`src/sv/fpa_pkg.sv`:
```
// Shared types and opcodes for the Q24.8 fixed-point ALU.
// No dependencies; every other file in the block imports this package.
package fpa_pkg;

    localparam int WORD_BITS = 32;

    typedef enum logic [3:0] {
        OP_GT  = 4'd0,
        OP_LT  = 4'd1,
        OP_GE  = 4'd2,
        OP_LE  = 4'd3,
        OP_EQ  = 4'd4,
        OP_NE  = 4'd5,
        OP_ADD = 4'd6,
        OP_SUB = 4'd7,
        OP_MUL = 4'd8,
        OP_DIV = 4'd9,
        OP_INC = 4'd10,
        OP_DEC = 4'd11
    } opcode_t;

    typedef struct packed {
        logic [3:0]                  opcode;
        logic signed [WORD_BITS-1:0] operand_a;
        logic signed [WORD_BITS-1:0] operand_b;
    } fpa_cmd_t;

    typedef struct packed {
        logic signed [WORD_BITS-1:0] result;
        logic                        compare_true;
        logic                        divide_by_zero;
    } fpa_res_t;

    // Side data riding alongside the divider cells.
    typedef struct packed {
        logic                 is_div;
        logic                 neg;
        logic                 dz;
        logic                 cmp;
        logic [WORD_BITS-1:0] res;
    } fpa_side_t;

endpackage

```
`src/sv/fpa_back.sv`:
```
// Result stage: sign-fix the quotient, pick the result, hold it for the consumer.
// Depends on fpa_pkg.
module fpa_back #(
    parameter int FRAC_BITS = 8
) (
    input  logic                                    clk,
    input  logic                                    rst_n,
    input  logic                                    v_in,
    output logic                                    ready_out,
    input  fpa_pkg::fpa_side_t                      side_in,
    input  logic [fpa_pkg::WORD_BITS+FRAC_BITS-1:0] quo_in,
    output logic                                    res_valid,
    input  logic                                    res_stall,
    output fpa_pkg::fpa_res_t                       res
);
    import fpa_pkg::*;

    localparam int W = WORD_BITS;

    logic         res_valid_reg, res_valid_next;
    fpa_res_t     res_reg, res_next;
    logic [W-1:0] q;
    logic         load;

    assign load           = v_in && ready_out;
    assign ready_out      = !res_valid_reg || !res_stall;
    assign res_valid_next = load ? 1'b1 : (res_stall ? res_valid_reg : 1'b0);

    assign q = side_in.neg ? W'(-quo_in[W-1:0]) : quo_in[W-1:0];

    always_comb
    begin
        res_next                = '0;
        res_next.compare_true   = side_in.cmp;
        res_next.divide_by_zero = side_in.dz;
        if (side_in.is_div)
        begin
            res_next.result = side_in.dz ? '0 : q;
        end
        else
        begin
            res_next.result = side_in.res;
        end
    end

    always_ff @(posedge clk or negedge rst_n)
    begin
        if (!rst_n)
        begin
            res_valid_reg <= 1'b0;
        end
        else
        begin
            res_valid_reg <= res_valid_next;
        end
    end

    always_ff @(posedge clk)
    begin
        if (load)
        begin
            res_reg <= res_next;
        end
    end

    assign res_valid = res_valid_reg;
    assign res       = res_reg;
endmodule

```
`config.mk`:
```
export PLATFORM = sky130hd
export DESIGN_NAME = fpa_back
export DESIGN_NICKNAME = d
export VERILOG_FILES = /design/src/sv/fpa_pkg.sv /design/src/sv/fpa_back.sv
export SDC_FILE = /design/constraint.sdc
export NUM_CORES = 1
export LEC_CHECK = 0
export ABC_CLOCK_PERIOD_IN_PS = 4300
export BUFFER_PORTS_ARGS = -buffer_cell sky130_fd_sc_hd__buf_2
export CORE_MARGIN = 2
export CORE_UTILIZATION = 52
export CTS_BUF_LIST = sky130_fd_sc_hd__clkbuf_8
export CTS_CLUSTER_DIAMETER = 50
export CTS_CLUSTER_SIZE = 16
export DETAILED_ROUTE_END_ITERATION = 8
export HOLD_SLACK_MARGIN = 0.08
export PLACE_DENSITY = 0.95
export SYNTH_ARGS = -nofsm -noshare
export SYNTH_HDL_FRONTEND = slang
export SYNTH_SLANG_ARGS = --single-unit
```
`constraint.sdc`:
```
create_clock -name clk -period 4.3 [get_ports clk]
set_input_delay 0.645 -clock clk [delete_from_list [all_inputs] [get_ports clk]]
set_output_delay 0.645 -clock clk [all_outputs]
set_load 0.1 [all_outputs]
```
==> impl_metrics.csv <==
group,metric,value,unit
outcome,status,"finished clean",
final_layout,fill_cells,388,
logic_synthesis,synth_flop_cell,"edfxtp_1",
clocking,cts_resized,0,
clocking,clkLatencyLatePin,0.29,ns
sta,period_share,64.0,%
logic_synthesis,synthArstFlopShare,2.86,%
worst_setup_path,crit_arrival,2.76,ns
power,max-vdd-ir-drop,136,uV
routing,drtIter0Drc,306,
global_route,grt_max_degree,37,
sta,setup_ws,1.55,ns
job,max_cap_viol_count,0,
final_layout,largest_register_ff_count,34,
clocking,htreeDepth,2,
placement,io_buffers,107,
floorplan,fp.coreArea,4630,um2
final_layout,syn_to_final_growth,25.5,%
final_layout,regArea,1050,um2
logic_synthesis,post-synth-top-count-cell,"edfxtp_1",
clocking,cts_root_buf,"clkbuf_8",
worst_hold_path,worstHoldPathType,"primary input to asynchronous set/reset pin",
logic_synthesis,ys_ff_latch,35,
logic_synthesis,synthTopCellsByArea,"edfxtp_1 42%, or4_1 4.6%, a32oi_1 4.3%",
logic_synthesis,synth_area_leader_cell,"edfxtp_1",
power,p_leak,1.20,nW
clocking,post_cts_buffers,0,
routing,firstDrtPassIters,5,
floorplan,start_util,53.1,%
final_layout,drive_above_1_share,36.8,%
global_route,globalRouteTotalUtil,26.4,%
worst_setup_path,critPathMaxFanout,24,
floorplan,rows,25,
worst_setup_path,path_class,"primary input to flip-flop",
clocking,clock_sinks,35,
sta,post-route-min-period,2.75,ns
clocking,cts_tree,"done",
sta,fin_skew,0.0108,ns
clocking,clockBufferDepth,2,
global_route,antenna_found_initial,0,
logic_synthesis,synth_area,2460,um2
worst_setup_path,crit_chain,"buf_2 > or4_1 > or4b_4 > o41ai_1 > nand3_1",
logic_synthesis,ys_warn_count,0,
final_layout,antenna_cells,0,
logic_synthesis,syn_area_per_cell,9.75,um2
logic_synthesis,synthTopCellsByCount,"34 x edfxtp_1, 20 x clkbuf_1, 18 x nand3_1, 15 x or4_1",
sta,worst_pin_slew,1.03,ns
logic_synthesis,syn_nets,333,
routing,finalWirelength,7060,um
routing,via_count,2603,
worst_setup_path,endpoint_kind,"flip-flop",
logic_synthesis,synth.distinct_cells,45,
clocking,clk_pin_slew_worst_paths,0.06,ns
final_layout,multi_input_area,1290,um2
logic_synthesis,ys_seq_area_share,42.6,%
worst_setup_path,cpPeakStageDelay,0.73,ns
logic_synthesis,synth-edff-count,34,
clocking,cts_buffers,5,
power,powerDensity,328,nW/um2
sta,slew_viol_final,0,
sta,setup_viol,0,
placement,pre_cts_ws,1.30,ns
worst_setup_path,slowest_stage,"or4_1",
sta,finalHoldViolCount,0,
placement,place_congestion,0.827,
floorplan,ios,116,
sta,max_freq,363,MHz
logic_synthesis,syn-instance-count,252,
worst_setup_path,worstSetupStartpointType,"primary input",
floorplan,die_h,72.7,um
floorplan,dieArea,5290,um2
clocking,cts_hold_buf,0,
routing,drcViolationCount,0,
routing,wl_per_cell,17.7,um
worst_setup_path,required,4.30,ns
routing,vias_per_cell,6.52,
sta,rsz0062_at_grt,"false",
floorplan,die_w,72.7,um
placement,dp_hpwl,4830,um
sta,setup_tns,0,ns
global_route,grt_pass1_wl,11000,um
global_route,grt_pass1_vias,2420,
routing,drtAntennaViolNets,0,
global_route,overflow,0,
sta,relSlewSlack,31.2,%
logic_synthesis,synth_top_area_share,41.6,%
final_layout,nNetsFinal,425,
[worst max-delay path: cells and delay by family]
family,cells,cell delay [ns]
and+or+nand+nor,3,1.62
buffers and inverters,1,0.11
AOI/OAI and AO/OA,1,0.37
[logic make-up after synthesis]
kind of cell	count (synthesis)	share of synthesized area (%)
compound gates	60	20.2
fa+ha+maj	1	0.509
buf+inv	31	5.09
flops	35	42.6
mux	1	0.408
xor+xnor	12	4.28
simple gates	112	26.9
[final timing paths]
kind | start | end | slack, ns | cells after the start
max in group asynchronous | rst_n | res_valid | 4.09 | 1
worst max-delay path | quo_in[6] | res[33] | 1.55 | 5
min in group clk | res_valid | res_valid | 0.50 | 2
worst max register to register | res_valid | res[6] | 2.98 | 3
worst min-delay path | rst_n | res_valid | 0.12 | 1
worst min register to register | res_valid | res_valid | 0.50 | 2
[cells in the final DEF, fill, tap and decap left out, types with 6 or more instances in the layout]
cell / synthesis / final
or4_1: 15 / 15
o31ai_1: 9 / 9
or3_1: 7 / 7
nor2_1: 8 / 8
a32oi_1: 12 / 12
clkbuf_8: 0 / 7
nor3_1: 14 / 14
edfxtp_1: 34 / 34
o21ai_0: 7 / 7
buf_2: 1 / 107
a22o_1: 8 / 8
nand2_1: 14 / 14
inv_1: 5 / 6
nand3_1: 18 / 18
nand4_1: 6 / 6
xnor2_1: 9 / 9
[where the power goes]
group / internal [mW] / switching (mW) / total (mW)
Sequential: 0.404 / 0.00495 / 0.409
Clock: 0.144 / 0.119 / 0.263
Combinational: 0.0784 / 0.262 / 0.341
[final cells by class]
| cell class | count | share of cell area, % |
|---|---|---|
| clock buffers | 7 | 3.13 |
| clock inverters | 1 | 0.122 |
| inverters | 6 | 0.731 |
| multi-input cells | 186 | 41.8 |
| flip-flops and latches | 35 | 33.9 |
| well taps | 54 | 2.19 |
| repair buffers | 110 | 18.1 |
[per-stage QoR]
step | hold slack, ns | instance area [um2] | power, mW | util, % | cells
global route | 0.118 | 3080 | 1.04 | 66.6 | 399
CTS | 0.121 | 3080 | 1.01 | 66.6 | 399
global placement | 0.420 | 2980 | 0.747 | 64.4 | 391
detailed placement | 0.422 | 2980 | 0.753 | 64.4 | 391
floorplan | 0.349 | 2460 | 0.670 | - | 252
finish | 0.124 | 3080 | 1.01 | 66.6 | 399
[metal layers]
metal,track usage (%),vias up,wire (um)
met5,0,-,0
met4,8.23,0,104
met3,6.08,11,753
met2,44.5,149,3460
met1,33.5,1234,2750
li1,-,1209,-
Power figures use the tool's default switching activity.
