$ cat src/sv/fpa_pkg.sv
// Shared types and opcodes for the Q24.8 fixed-point ALU.
// No dependencies; every other file in the block imports this package.
package fpa_pkg;

    localparam int WORD_BITS = 32;

    typedef enum logic [3:0] {
        OP_GT  = 4'd0,
        OP_LT  = 4'd1,
        OP_GE  = 4'd2,
        OP_LE  = 4'd3,
        OP_EQ  = 4'd4,
        OP_NE  = 4'd5,
        OP_ADD = 4'd6,
        OP_SUB = 4'd7,
        OP_MUL = 4'd8,
        OP_DIV = 4'd9,
        OP_INC = 4'd10,
        OP_DEC = 4'd11
    } opcode_t;

    typedef struct packed {
        logic [3:0]                  opcode;
        logic signed [WORD_BITS-1:0] operand_a;
        logic signed [WORD_BITS-1:0] operand_b;
    } fpa_cmd_t;

    typedef struct packed {
        logic signed [WORD_BITS-1:0] result;
        logic                        compare_true;
        logic                        divide_by_zero;
    } fpa_res_t;

    // Side data riding alongside the divider cells.
    typedef struct packed {
        logic                 is_div;
        logic                 neg;
        logic                 dz;
        logic                 cmp;
        logic [WORD_BITS-1:0] res;
    } fpa_side_t;

endpackage

$ cat src/sv/fpa_front.sv
// Entry stage: decode, compare, add/sub/inc/dec, multiply, and divider operand setup.
// Depends on fpa_pkg.
module fpa_front #(
    parameter int FRAC_BITS = 8
) (
    input  logic                                          clk,
    input  logic                                          rst_n,
    input  logic                                          cmd_valid,
    output logic                                          cmd_ready,
    input  fpa_pkg::fpa_cmd_t                             cmd,
    output logic                                          v,
    input  logic                                          nxt_ready,
    output fpa_pkg::fpa_side_t                            side,
    output logic [fpa_pkg::WORD_BITS-1:0]                 divisor,
    output logic [fpa_pkg::WORD_BITS+FRAC_BITS-1:0]       num
);
    import fpa_pkg::*;

    localparam int W = WORD_BITS;
    localparam int N = WORD_BITS + FRAC_BITS;

    logic                   v_reg, v_next;
    fpa_side_t              side_reg, side_next;
    logic [W-1:0]           divisor_reg, divisor_next;
    logic [N-1:0]           num_reg, num_next;
    logic signed [2*W-1:0]  prod;
    logic signed [2*W-1:0]  prod_sh;
    logic [W-1:0]           ua, ub;
    logic                   a_lt_b, a_gt_b, a_eq_b;
    logic                   load;

    assign load      = cmd_valid && cmd_ready;
    assign cmd_ready = !v_reg || nxt_ready;
    assign v_next    = load ? 1'b1 : (nxt_ready ? 1'b0 : v_reg);

    assign prod    = cmd.operand_a * cmd.operand_b;
    assign prod_sh = prod >>> FRAC_BITS;
    assign ua      = cmd.operand_a[W-1] ? W'(-cmd.operand_a) : W'(cmd.operand_a);
    assign ub      = cmd.operand_b[W-1] ? W'(-cmd.operand_b) : W'(cmd.operand_b);
    assign a_lt_b  = cmd.operand_a < cmd.operand_b;
    assign a_gt_b  = cmd.operand_b < cmd.operand_a;
    assign a_eq_b  = cmd.operand_a == cmd.operand_b;

    always_comb
    begin
        side_next        = '0;
        side_next.neg    = cmd.operand_a[W-1] ^ cmd.operand_b[W-1];
        divisor_next     = ub;
        num_next         = {ua, {FRAC_BITS{1'b0}}};
        case (opcode_t'(cmd.opcode))
            OP_GT:  side_next.cmp = a_gt_b;
            OP_LT:  side_next.cmp = a_lt_b;
            OP_GE:  side_next.cmp = !a_lt_b;
            OP_LE:  side_next.cmp = !a_gt_b;
            OP_EQ:  side_next.cmp = a_eq_b;
            OP_NE:  side_next.cmp = !a_eq_b;
            OP_ADD: side_next.res = W'(cmd.operand_a + cmd.operand_b);
            OP_SUB: side_next.res = W'(cmd.operand_a - cmd.operand_b);
            OP_MUL: side_next.res = prod_sh[W-1:0];
            OP_DIV:
            begin
                side_next.is_div = 1'b1;
                side_next.dz     = (cmd.operand_b == '0);
            end
            OP_INC: side_next.res = W'(cmd.operand_a + W'(1));
            OP_DEC: side_next.res = W'(cmd.operand_a - W'(1));
            default: side_next = '0;
        endcase
    end

    always_ff @(posedge clk or negedge rst_n)
    begin
        if (!rst_n)
        begin
            v_reg <= 1'b0;
        end
        else
        begin
            v_reg <= v_next;
        end
    end

    always_ff @(posedge clk)
    begin
        if (load)
        begin
            side_reg    <= side_next;
            divisor_reg <= divisor_next;
            num_reg     <= num_next;
        end
    end

    assign v       = v_reg;
    assign side    = side_reg;
    assign divisor = divisor_reg;
    assign num     = num_reg;
endmodule

$ cat config.mk
export PLATFORM = sky130hd
export DESIGN_NAME = fpa_front
export DESIGN_NICKNAME = d
export VERILOG_FILES = /design/src/sv/fpa_pkg.sv /design/src/sv/fpa_front.sv
export SDC_FILE = /design/constraint.sdc
export NUM_CORES = 2
export LEC_CHECK = 0
export BUFFER_PORTS_ARGS = -buffer_cell sky130_fd_sc_hd__buf_2
export CAP_MARGIN = 15
export CORE_AREA = 2 2 200 280
export DETAILED_ROUTE_END_ITERATION = 8
export DIE_AREA = 0 0 202 282
export PLACE_DENSITY = 0.8
export SLEW_MARGIN = 40
export SYNTH_ARGS = -nofsm -noshare
export SYNTH_HDL_FRONTEND = slang
export SYNTH_SLANG_ARGS = --single-unit
export TNS_END_PERCENT = 30
$ cat constraint.sdc
create_clock -name clk -period 3.5 [get_ports clk]
set_clock_uncertainty 0.2 [all_clocks]
set_input_delay 0 -clock clk [delete_from_list [all_inputs] [get_ports clk]]
set_output_delay 0 -clock clk [all_outputs]
set_load 0.01 [all_outputs]
==> flow_metrics.tcl <==
set metrics [dict create \
    hp-class "input pin to flop" \
    synthCells 3472 \
    clock_latency_ns 0.39 \
    drtPass1Iterations 6 \
    grt_overflow 0 \
    port-buffer-count 173 \
    violations "negative setup slack" \
    synth_most_common_cell "inv_1" \
    synth_top_area_frac 0.4056 \
    holdPathStages 3 \
    critPathMaxFanout 11 \
    synth.yosys.seq_area_share 0.09525 \
    ios 182 \
    worst_ep_required_time_ns 3.40 \
    fin_nets 5005 \
    viasPerCell 5.830 \
    cts_tree "done" \
    placed_cells 4734 \
    die_y_um 282 \
    final_cells 4781 \
    antenna_found_initial 8 \
    synth_top_area_cell "fa_1" \
    synthArstFlopShare 0.009901 \
    cts_buffer_depth 2 \
    drcViolationCount 0 \
    rsz0062_at_grt "true" \
    gp_congestion 1.048 \
    synth_common_cells "inv_1, fa_1, and2_1" \
    min_from "cmd[35]" \
    hold_viol 0 \
    syn_area_per_cell_um2 9.156 \
    cp_num_buf_inv 6 \
    drive_gt1_frac 0.2252 \
    finalCriticalPeriod_ns 6.964 \
    ys_ff_latch 101 \
    largest_reg_flops 36 \
    clockRootBuffer "clkbuf_16" \
    cts_buffers 9 \
    dp_hpwl_mm 97.93 \
    worstRegToRegCells 3 \
    cpMostUsedCell "fa_1" \
    run_status "finished with violations" \
    setup_viol 33 \
    track_usage 0.4173 \
    ant_nets 0 \
    fin_crit_sh 1.990 \
    cts_max_level 3 \
    tightest_slew_ns 1.014 \
    drt_iter0_drc 2075 \
    start_kind "input pin" \
    die_w_um 202 \
    core_um2 54210 \
    die_area_um2 56960 \
    cp_slowest_cell "fa_1" \
    yosys_warnings 0 \
    slew_headroom 0.3241 \
    fill_cells 3960 \
    finalWirelength_mm 117.7 \
    grt_pass1_vias 30230 \
    crit_type "input pin to flop" \
    synth_area_um2 31790 \
    seqCellArea_um2 3028 \
    fmax_mhz 143.6 \
    row_count 101 \
    cts_sinks 101 \
    min_to "num[11]" \
    clk_pin_slew_ns 0.08 \
    fin_ws_ns -3.464 \
    post_drt_wl_per_cell_um 24.62 \
    synthFlopType "edfxtp_1" \
    synth.distinct_cells 72 \
    initial_core_util 0.5864 \
    synth.area.top_cells "fa_1, edfxtp_1, ha_1" \
    multiInputGateArea_um2 26080 \
    cp_slowest_stage_delay_ns 0.56 \
    rr_endpoint "num[23]" \
    vias 27870 \
    area_delta_synth_final_pct 22.27 \
    grt_pass1_wl_mm 173.4 \
    slew_viol_final 0 \
    cp-end-kind "flop" \
    reg2reg_from "v" \
    grt_start_max_net_pins 56 \
    crit_arrival_ns 6.87 \
    cap_viol_max_count 0 \
    crit_family "adder cells" \
    synth-edff-count 100 \
    r2r_slack_ns 1.37 \
]
[worst max path at each step]
stage | startpoint | to | slack (ns) | cells after the start
after floorplan | cmd[44] | side[29] | -3.57 | 25
final | cmd[18] | side[29] | -3.46 | 25
after global placement | cmd[47] | side[20] | -3.98 | 25
after global routing | cmd[41] | side[27] | -3.63 | 27
after detailed placement | cmd[48] | side[29] | -4.13 | 22
after CTS | cmd[44] | side[29] | -3.47 | 24
[what timing repair did]
item,4_1_cts,5_1_grt
hold buffers,12,0
pin swaps,32,68
resized for setup,92,159
hold endpoints to repair,9,0
endpoints found under the setup margin,36,35
setup buffers,2,11
gates cloned,0,3
[layout by cell type (no fill, tap or decap), drive strengths merged, types with 18 or more instances in the layout]
| cell type | netlist | final |
|---|---|---|
| ha | 239 | 239 |
| o21a | 18 | 18 |
| a21oi | 95 | 95 |
| nand3 | 31 | 31 |
| edfxtp | 100 | 100 |
| inv | 696 | 695 |
| fa | 644 | 644 |
| a21o | 37 | 37 |
| and2 | 397 | 397 |
| xnor2 | 167 | 167 |
| nor2 | 106 | 106 |
| o21ai | 69 | 69 |
| nand2b | 27 | 27 |
| or3 | 18 | 18 |
| nand2 | 365 | 365 |
| xor2 | 49 | 49 |
| nor3 | 20 | 20 |
| buf | 21 | 735 |
[per-layer routing]
| layer | share of wire | GRT usage |
|---|---|---|
| met1 | 0.31 | 0.4174 |
| met2 | 0.48 | 0.7068 |
| met3 | 0.090 | 0.09443 |
| met4 | 0.13 | 0.4167 |
| met5 | 0.00020 | 0 |
[stage by stage]
| stage | setup TNS (ns) | setup slack, ns | utilization | hold WS, ns | area [µm²] |
|---|---|---|---|---|---|
| after CTS | -91.51 | -3.472 | 0.7027 | 0.02325 | 38100 |
| after global routing | -97.62 | -3.627 | 0.7167 | 0.006479 | 38860 |
| after global placement | -111.98 | -3.979 | 0.6884 | -0.4252 | 37320 |
| after floorplan | -86.23 | -3.574 | - | -0.4956 | 32100 |
| final | -91.11 | -3.464 | 0.7169 | 0.009353 | 38870 |
| after detailed placement | -115.17 | -4.134 | 0.6884 | -0.4251 | 37320 |
[cell families after synthesis]
logic type                 synth area share
xor gates and xnor gates            0.05951
DFF                                 0.09525
adders and majority gates            0.4996
muxes                             0.0006298
and+or+nand+nor                      0.1661
other                             0.0001180
buffers and inverters                0.1068
AOI/OAI and AO/OA                   0.07195
[area by class of cell]
type                    count  area share
inverters                 699     0.06789
clock buffers               9    0.005794
clock inverters             7    0.001674
diodes                      5   0.0003219
repair buffers            754      0.1522
well taps                 721     0.02321
flip-flops and latches    101     0.07790
multi-input cells        2485      0.6710
[tightest hold or removal path, cell delays in order]
cell	delay (ns)
buf_6	0.15
buf_8	0.17
xnor2_1	0.16
Power is left out: the tool's default activity adds up to more than one toggle a clock period on the data nets, which glitch-free logic cannot reach.
