$ cat config.mk
export PLATFORM = sky130hd
export DESIGN_NAME = fpa_cell
export DESIGN_NICKNAME = d
export VERILOG_FILES = /design/src/sv/fpa_pkg.sv /design/src/sv/fpa_cell.sv
export SDC_FILE = /design/constraint.sdc
export NUM_CORES = 1
export LEC_CHECK = 0
export BUFFER_PORTS_ARGS = -buffer_cell sky130_fd_sc_hd__buf_2
export CAP_MARGIN = 40
export CORE_ASPECT_RATIO = 1.1
export CORE_MARGIN = 4
export CORE_UTILIZATION = 25
export CTS_CLUSTER_SIZE = 8
export DETAILED_ROUTE_END_ITERATION = 8
export PLACE_DENSITY = 0.48
export SLEW_MARGIN = 10
export SYNTH_ARGS = -nofsm -noshare
export SYNTH_HDL_FRONTEND = slang
export SYNTH_SLANG_ARGS = --single-unit
$ cat constraint.sdc
create_clock -name clk -period 12.45 [get_ports clk]
set_input_delay 1.8675 -clock clk [delete_from_list [all_inputs] [get_ports clk]]
set_output_delay 1.8675 -clock clk [all_outputs]
set_load 0.005 [all_outputs]
$ cat src/sv/fpa_pkg.sv
// Shared types and opcodes for the Q24.8 fixed-point ALU.
// No dependencies; every other file in the block imports this package.
package fpa_pkg;

    localparam int WORD_BITS = 32;

    typedef enum logic [3:0] {
        OP_GT  = 4'd0,
        OP_LT  = 4'd1,
        OP_GE  = 4'd2,
        OP_LE  = 4'd3,
        OP_EQ  = 4'd4,
        OP_NE  = 4'd5,
        OP_ADD = 4'd6,
        OP_SUB = 4'd7,
        OP_MUL = 4'd8,
        OP_DIV = 4'd9,
        OP_INC = 4'd10,
        OP_DEC = 4'd11
    } opcode_t;

    typedef struct packed {
        logic [3:0]                  opcode;
        logic signed [WORD_BITS-1:0] operand_a;
        logic signed [WORD_BITS-1:0] operand_b;
    } fpa_cmd_t;

    typedef struct packed {
        logic signed [WORD_BITS-1:0] result;
        logic                        compare_true;
        logic                        divide_by_zero;
    } fpa_res_t;

    // Side data riding alongside the divider cells.
    typedef struct packed {
        logic                 is_div;
        logic                 neg;
        logic                 dz;
        logic                 cmp;
        logic [WORD_BITS-1:0] res;
    } fpa_side_t;

endpackage

$ cat src/sv/fpa_cell.sv
// One restoring-division cell: shifts in one dividend bit, retires one quotient bit.
// Depends on fpa_pkg.
module fpa_cell #(
    parameter int FRAC_BITS = 8
) (
    input  logic                                    clk,
    input  logic                                    rst_n,
    input  logic                                    v_in,
    output logic                                    ready_out,
    input  fpa_pkg::fpa_side_t                      side_in,
    input  logic [fpa_pkg::WORD_BITS-1:0]           divisor_in,
    input  logic [fpa_pkg::WORD_BITS-1:0]           rem_in,
    input  logic [fpa_pkg::WORD_BITS+FRAC_BITS-1:0] num_in,
    output logic                                    v_out,
    input  logic                                    ready_in,
    output fpa_pkg::fpa_side_t                      side_out,
    output logic [fpa_pkg::WORD_BITS-1:0]           divisor_out,
    output logic [fpa_pkg::WORD_BITS-1:0]           rem_out,
    output logic [fpa_pkg::WORD_BITS+FRAC_BITS-1:0] num_out
);
    import fpa_pkg::*;

    localparam int W = WORD_BITS;
    localparam int N = WORD_BITS + FRAC_BITS;

    logic           v_reg, v_next;
    fpa_side_t      side_reg;
    logic [W-1:0]   divisor_reg;
    logic [W-1:0]   rem_reg, rem_next;
    logic [N-1:0]   num_reg, num_next;
    logic [W:0]     trial;
    logic [W:0]     diff;
    logic           qbit;
    logic           load;

    assign load      = v_in && ready_out;
    assign ready_out = !v_reg || ready_in;
    assign v_next    = load ? 1'b1 : (ready_in ? 1'b0 : v_reg);

    assign trial    = {rem_in, num_in[N-1]};
    assign diff     = trial - {1'b0, divisor_in};
    assign qbit     = trial >= {1'b0, divisor_in};
    assign rem_next = qbit ? diff[W-1:0] : trial[W-1:0];
    assign num_next = {num_in[N-2:0], qbit};

    always_ff @(posedge clk or negedge rst_n)
    begin
        if (!rst_n)
        begin
            v_reg <= 1'b0;
        end
        else
        begin
            v_reg <= v_next;
        end
    end

    always_ff @(posedge clk)
    begin
        if (load)
        begin
            side_reg    <= side_in;
            divisor_reg <= divisor_in;
            rem_reg     <= rem_next;
            num_reg     <= num_next;
        end
    end

    assign v_out       = v_reg;
    assign side_out    = side_reg;
    assign divisor_out = divisor_reg;
    assign rem_out     = rem_reg;
    assign num_out     = num_reg;
endmodule

==> run_summary.xml <==
<?xml version="1.0" encoding="UTF-8"?>
<metrics>
  <group name="outcome">
    <metric name="run_status" unit="">finished, final reports clean</metric>
  </group>
  <group name="cts">
    <metric name="cts.path.max_buffers" unit="">2</metric>
    <metric name="worst_setup_hold_path_clk_slew" unit="ns">0.07</metric>
    <metric name="cts.hold.buffers_added" unit="">0</metric>
    <metric name="h-tree-depth" unit="">4</metric>
    <metric name="clock_tree_from_tritoncts" unit="">yes</metric>
    <metric name="clock-root-buffer" unit="">sky130_fd_sc_hd__clkbuf_16</metric>
    <metric name="clock_net_sink_count" unit="">141</metric>
    <metric name="cts_repair_resize_count" unit="">0</metric>
    <metric name="cts_made_buffers" unit="">17</metric>
    <metric name="clk-insertion-delay-late" unit="ns">0.42</metric>
    <metric name="post_cts_buffers" unit="">0</metric>
  </group>
  <group name="synth">
    <metric name="yosys_top_cell_by_area" unit="">sky130_fd_sc_hd__edfxtp_1</metric>
    <metric name="synthesis.nets" unit="">666</metric>
    <metric name="synth-warning-count" unit="">0</metric>
    <metric name="ys_async_sr_fraction" unit="">0.00709</metric>
    <metric name="syn_area" unit="µm²">6460</metric>
    <metric name="synth-seq-cells" unit="">141</metric>
    <metric name="yosys-top-cells-area" unit="">sky130_fd_sc_hd__edfxtp_1 (65%), sky130_fd_sc_hd__ha_1 (6.2%), sky130_fd_sc_hd__a21oi_1 (4.3%)</metric>
    <metric name="number_of_enable_flip_flop_cells_after_synthesis" unit="">140</metric>
    <metric name="synth_sequential_area_ratio" unit="">0.655</metric>
    <metric name="ys_dominant_reg_cell" unit="">sky130_fd_sc_hd__edfxtp_1</metric>
    <metric name="synth.avg_cell_area" unit="µm²">13.2</metric>
    <metric name="yosys.cell_types.count" unit="">49</metric>
    <metric name="synthesis.instances" unit="">489</metric>
    <metric name="yosysTopAreaCellShare" unit="">0.651</metric>
  </group>
  <group name="floorplanning">
    <metric name="floorplan.die_area" unit="µm²">28500</metric>
    <metric name="vert_die_dim" unit="µm">177</metric>
    <metric name="ios" unit="">286</metric>
    <metric name="initial_utilization" unit="">0.255</metric>
    <metric name="die_width" unit="µm">161</metric>
    <metric name="floorplan.rows" unit="">61</metric>
    <metric name="core-area" unit="µm²">25300</metric>
  </group>
  <group name="timing">
    <metric name="timing.fmax" unit="MHz">212</metric>
    <metric name="finalSetupTns" unit="ns">0</metric>
    <metric name="hold_ws" unit="ns">0.547</metric>
    <metric name="maxSlewHeadroom" unit="">0.469</metric>
    <metric name="worstMarginPinSlew" unit="ns">0.796</metric>
    <metric name="period_needed" unit="ns">4.72</metric>
    <metric name="clock_skew" unit="ns">0.00917</metric>
    <metric name="finalHoldViolCount" unit="">0</metric>
    <metric name="final_max_slew_viol_count" unit="">0</metric>
    <metric name="period_share" unit="">0.379</metric>
    <metric name="rsz0062_at_grt" unit="">false</metric>
    <metric name="setup_viol_count_final" unit="">0</metric>
    <metric name="worst_slack" unit="ns">7.73</metric>
  </group>
  <group name="finish">
    <metric name="top_library_cells_by_usage_in_the_layout_fill_and_taps_aside" unit="">sky130_fd_sc_hd__buf_2 (285), sky130_fd_sc_hd__edfxtp_1 (140), sky130_fd_sc_hd__a21oi_1 (56)</metric>
    <metric name="fillerInstances" unit="">2627</metric>
    <metric name="layout.cells.most_common" unit="">sky130_fd_sc_hd__buf_2</metric>
    <metric name="layout-area-overhead-vs-synth" unit="%">36.9</metric>
    <metric name="drive_above_1_share" unit="">0.418</metric>
    <metric name="layout.cells.non_filler" unit="">1139</metric>
    <metric name="nets" unit="">956</metric>
  </group>
  <group name="placed_design">
    <metric name="pre_cts_ws" unit="ns">7.30</metric>
    <metric name="placement.io_buffers" unit="">285</metric>
    <metric name="placedCellCount" unit="">1106</metric>
    <metric name="routabilityCongestion" unit="">0.737</metric>
    <metric name="dp.final_hpwl" unit="µm">15200</metric>
  </group>
  <group name="route">
    <metric name="drt_first_iter_violations" unit="">228</metric>
    <metric name="routed_vias_inst" unit="">4.32</metric>
    <metric name="routed-via-count" unit="">4925</metric>
    <metric name="drc_errors" unit="">0</metric>
    <metric name="post_drt_wl_per_cell" unit="µm">16.9</metric>
    <metric name="number_of_routed_nets_with_antenna_violations" unit="">0</metric>
    <metric name="drt_first_pass_iters" unit="">5</metric>
    <metric name="routed_wirelength" unit="µm">19200</metric>
  </group>
  <group name="critical_path">
    <metric name="crit_path_most_repeated_cell" unit="">sky130_fd_sc_hd__a21oi_1</metric>
    <metric name="cpMaxStageDelayCell" unit="">sky130_fd_sc_hd__fa_1</metric>
    <metric name="setup_slack_reg_to_reg" unit="ns">10.00</metric>
    <metric name="ff2ff_path_depth" unit="">4</metric>
    <metric name="worstSetupStartpointType" unit="">primary input</metric>
    <metric name="timing.setup.critical_path_class" unit="">primary input to flop</metric>
    <metric name="worst_path_largest_cell_delay" unit="ns">0.41</metric>
    <metric name="timing.critical_path.required" unit="ns">12.62</metric>
    <metric name="crit_path_max_fanout" unit="">4</metric>
    <metric name="path_cells" unit="">buf_2, ha_1, fa_1, nand2b_1, a21oi_1, o21ai_0, o311a_1, a31oi_1, a21oi_1, o41ai_1, xor2_1, mux2_1</metric>
    <metric name="critical_path_arrival" unit="ns">4.89</metric>
    <metric name="category_of_the_worst_setup_path_capture_point" unit="">flop</metric>
  </group>
  <group name="job">
    <metric name="max_cap_viol_count" unit="">0</metric>
  </group>
  <group name="global_routing">
    <metric name="grt_max_degree" unit="">58</metric>
    <metric name="first_global_vias" unit="">5025</metric>
    <metric name="grt_first_pass_wirelength" unit="µm">28300</metric>
    <metric name="overflow" unit="">0</metric>
    <metric name="number_of_antenna_violations_at_the_first_check_in_global_routing" unit="">3</metric>
    <metric name="globalRouteTotalUtil" unit="">0.131</metric>
  </group>
  <group name="pwr">
    <metric name="cell_area_power_density" unit="nW/µm²">143</metric>
    <metric name="p_leak" unit="µW">0.00380</metric>
    <metric name="power.ir.vdd_worst" unit="µV">79.1</metric>
  </group>
  <group name="min_path">
    <metric name="hold_depth" unit="">2</metric>
    <metric name="hp-class" unit="">flop to flop</metric>
  </group>
</metrics>
cells in the mapped netlist (3+ instances only):
master,n
sky130_fd_sc_hd__and2_1,3
sky130_fd_sc_hd__o21a_1,6
sky130_fd_sc_hd__buf_2,8
sky130_fd_sc_hd__xnor2_1,15
sky130_fd_sc_hd__nor4_1,4
sky130_fd_sc_hd__clkbuf_1,6
sky130_fd_sc_hd__nand2b_1,5
sky130_fd_sc_hd__nand4_1,8
sky130_fd_sc_hd__o21ai_0,16
sky130_fd_sc_hd__ha_1,32
sky130_fd_sc_hd__mux2_1,4
sky130_fd_sc_hd__a21o_1,12
sky130_fd_sc_hd__o21bai_1,3
sky130_fd_sc_hd__o211ai_1,4
sky130_fd_sc_hd__buf_4,3
sky130_fd_sc_hd__nand3_1,8
sky130_fd_sc_hd__edfxtp_1,140
sky130_fd_sc_hd__a31oi_1,5
sky130_fd_sc_hd__nand2_1,26
sky130_fd_sc_hd__a211oi_1,3
sky130_fd_sc_hd__nor2_1,35
sky130_fd_sc_hd__nor2b_1,3
sky130_fd_sc_hd__mux2_2,6
sky130_fd_sc_hd__inv_1,38
sky130_fd_sc_hd__xor2_1,12
sky130_fd_sc_hd__a21oi_1,56
worst max-delay path: cells and delay by family:
kind	cells	cell delay (ns)
AND/OR/NAND/NOR	1	0.18
adder cells (fa/ha/maj)	2	0.63
multiplexers	1	0.30
XOR/XNOR	1	0.11
AO/OA/AOI/OAI	6	1.71
buffers and inverters	1	0.11
power by group:
part,switching [µW],internal (µW),leakage (µW)
sequential,6.98,565,0.00134
clock,228,263,0.000266
combinational,112,88.6,0.00219
total,347,917,0.00380
flip-flops by register name, indices dropped and copies added, names as in the netlist:
name	flops
v_out	1
divisor_out	32
rem_out	32
num_out	40
side_out	36
routing by layer:
layer / up-vias / track usage / part of all wire / wire length (µm)
met1: 2286 / 0.144 / 0.40 / 7670
met2: 208 / 0.233 / 0.50 / 9550
met3: 20 / 0.0493 / 0.089 / 1710
met4: 4 / 0.0441 / 0.013 / 259
met5: - / 0 / 0.0014 / 27
li1: 2407 / - / - / -
final cells by class:
cell class,instances,area (µm²),area share
inverters,38,143,0.0161
clock buffers,18,429,0.0485
clock inverters,14,130,0.0147
flip-flops and latches,141,4230,0.478
well taps,346,433,0.0490
repair buffers,289,1480,0.167
multi-input cells,292,2000,0.226
diodes,1,2.50,0.000283
final timing paths:
kind                                    start           end
worst max-delay path            divisor_in[0]   rem_out[30]
worst min-delay path                    v_out         v_out
worst max register to register          v_out  side_out[15]
worst min register to register          v_out         v_out
max in group asynchronous               rst_n         v_out
min in group asynchronous               rst_n         v_out
through the flow:
step | utilization | cell area [µm²] | total power (µW)
after floorplan | - | 6460 | 700
after global placement | 0.326 | 8250 | 785
after detailed placement | 0.327 | 8280 | 786
after CTS | 0.349 | 8840 | 1290
after global routing | 0.349 | 8840 | 1330
final | 0.349 | 8840 | 1260
cell families after synthesis:
logic type | Yosys count | share of synthesized area
simple gates | 102 | 0.0750
compound gates | 119 | 0.113
buf+inv | 56 | 0.0360
mux | 11 | 0.0190
fa+ha+maj | 33 | 0.0651
flops | 141 | 0.655
xor+xnor | 27 | 0.0366
Power figures use the tool's default switching activity.
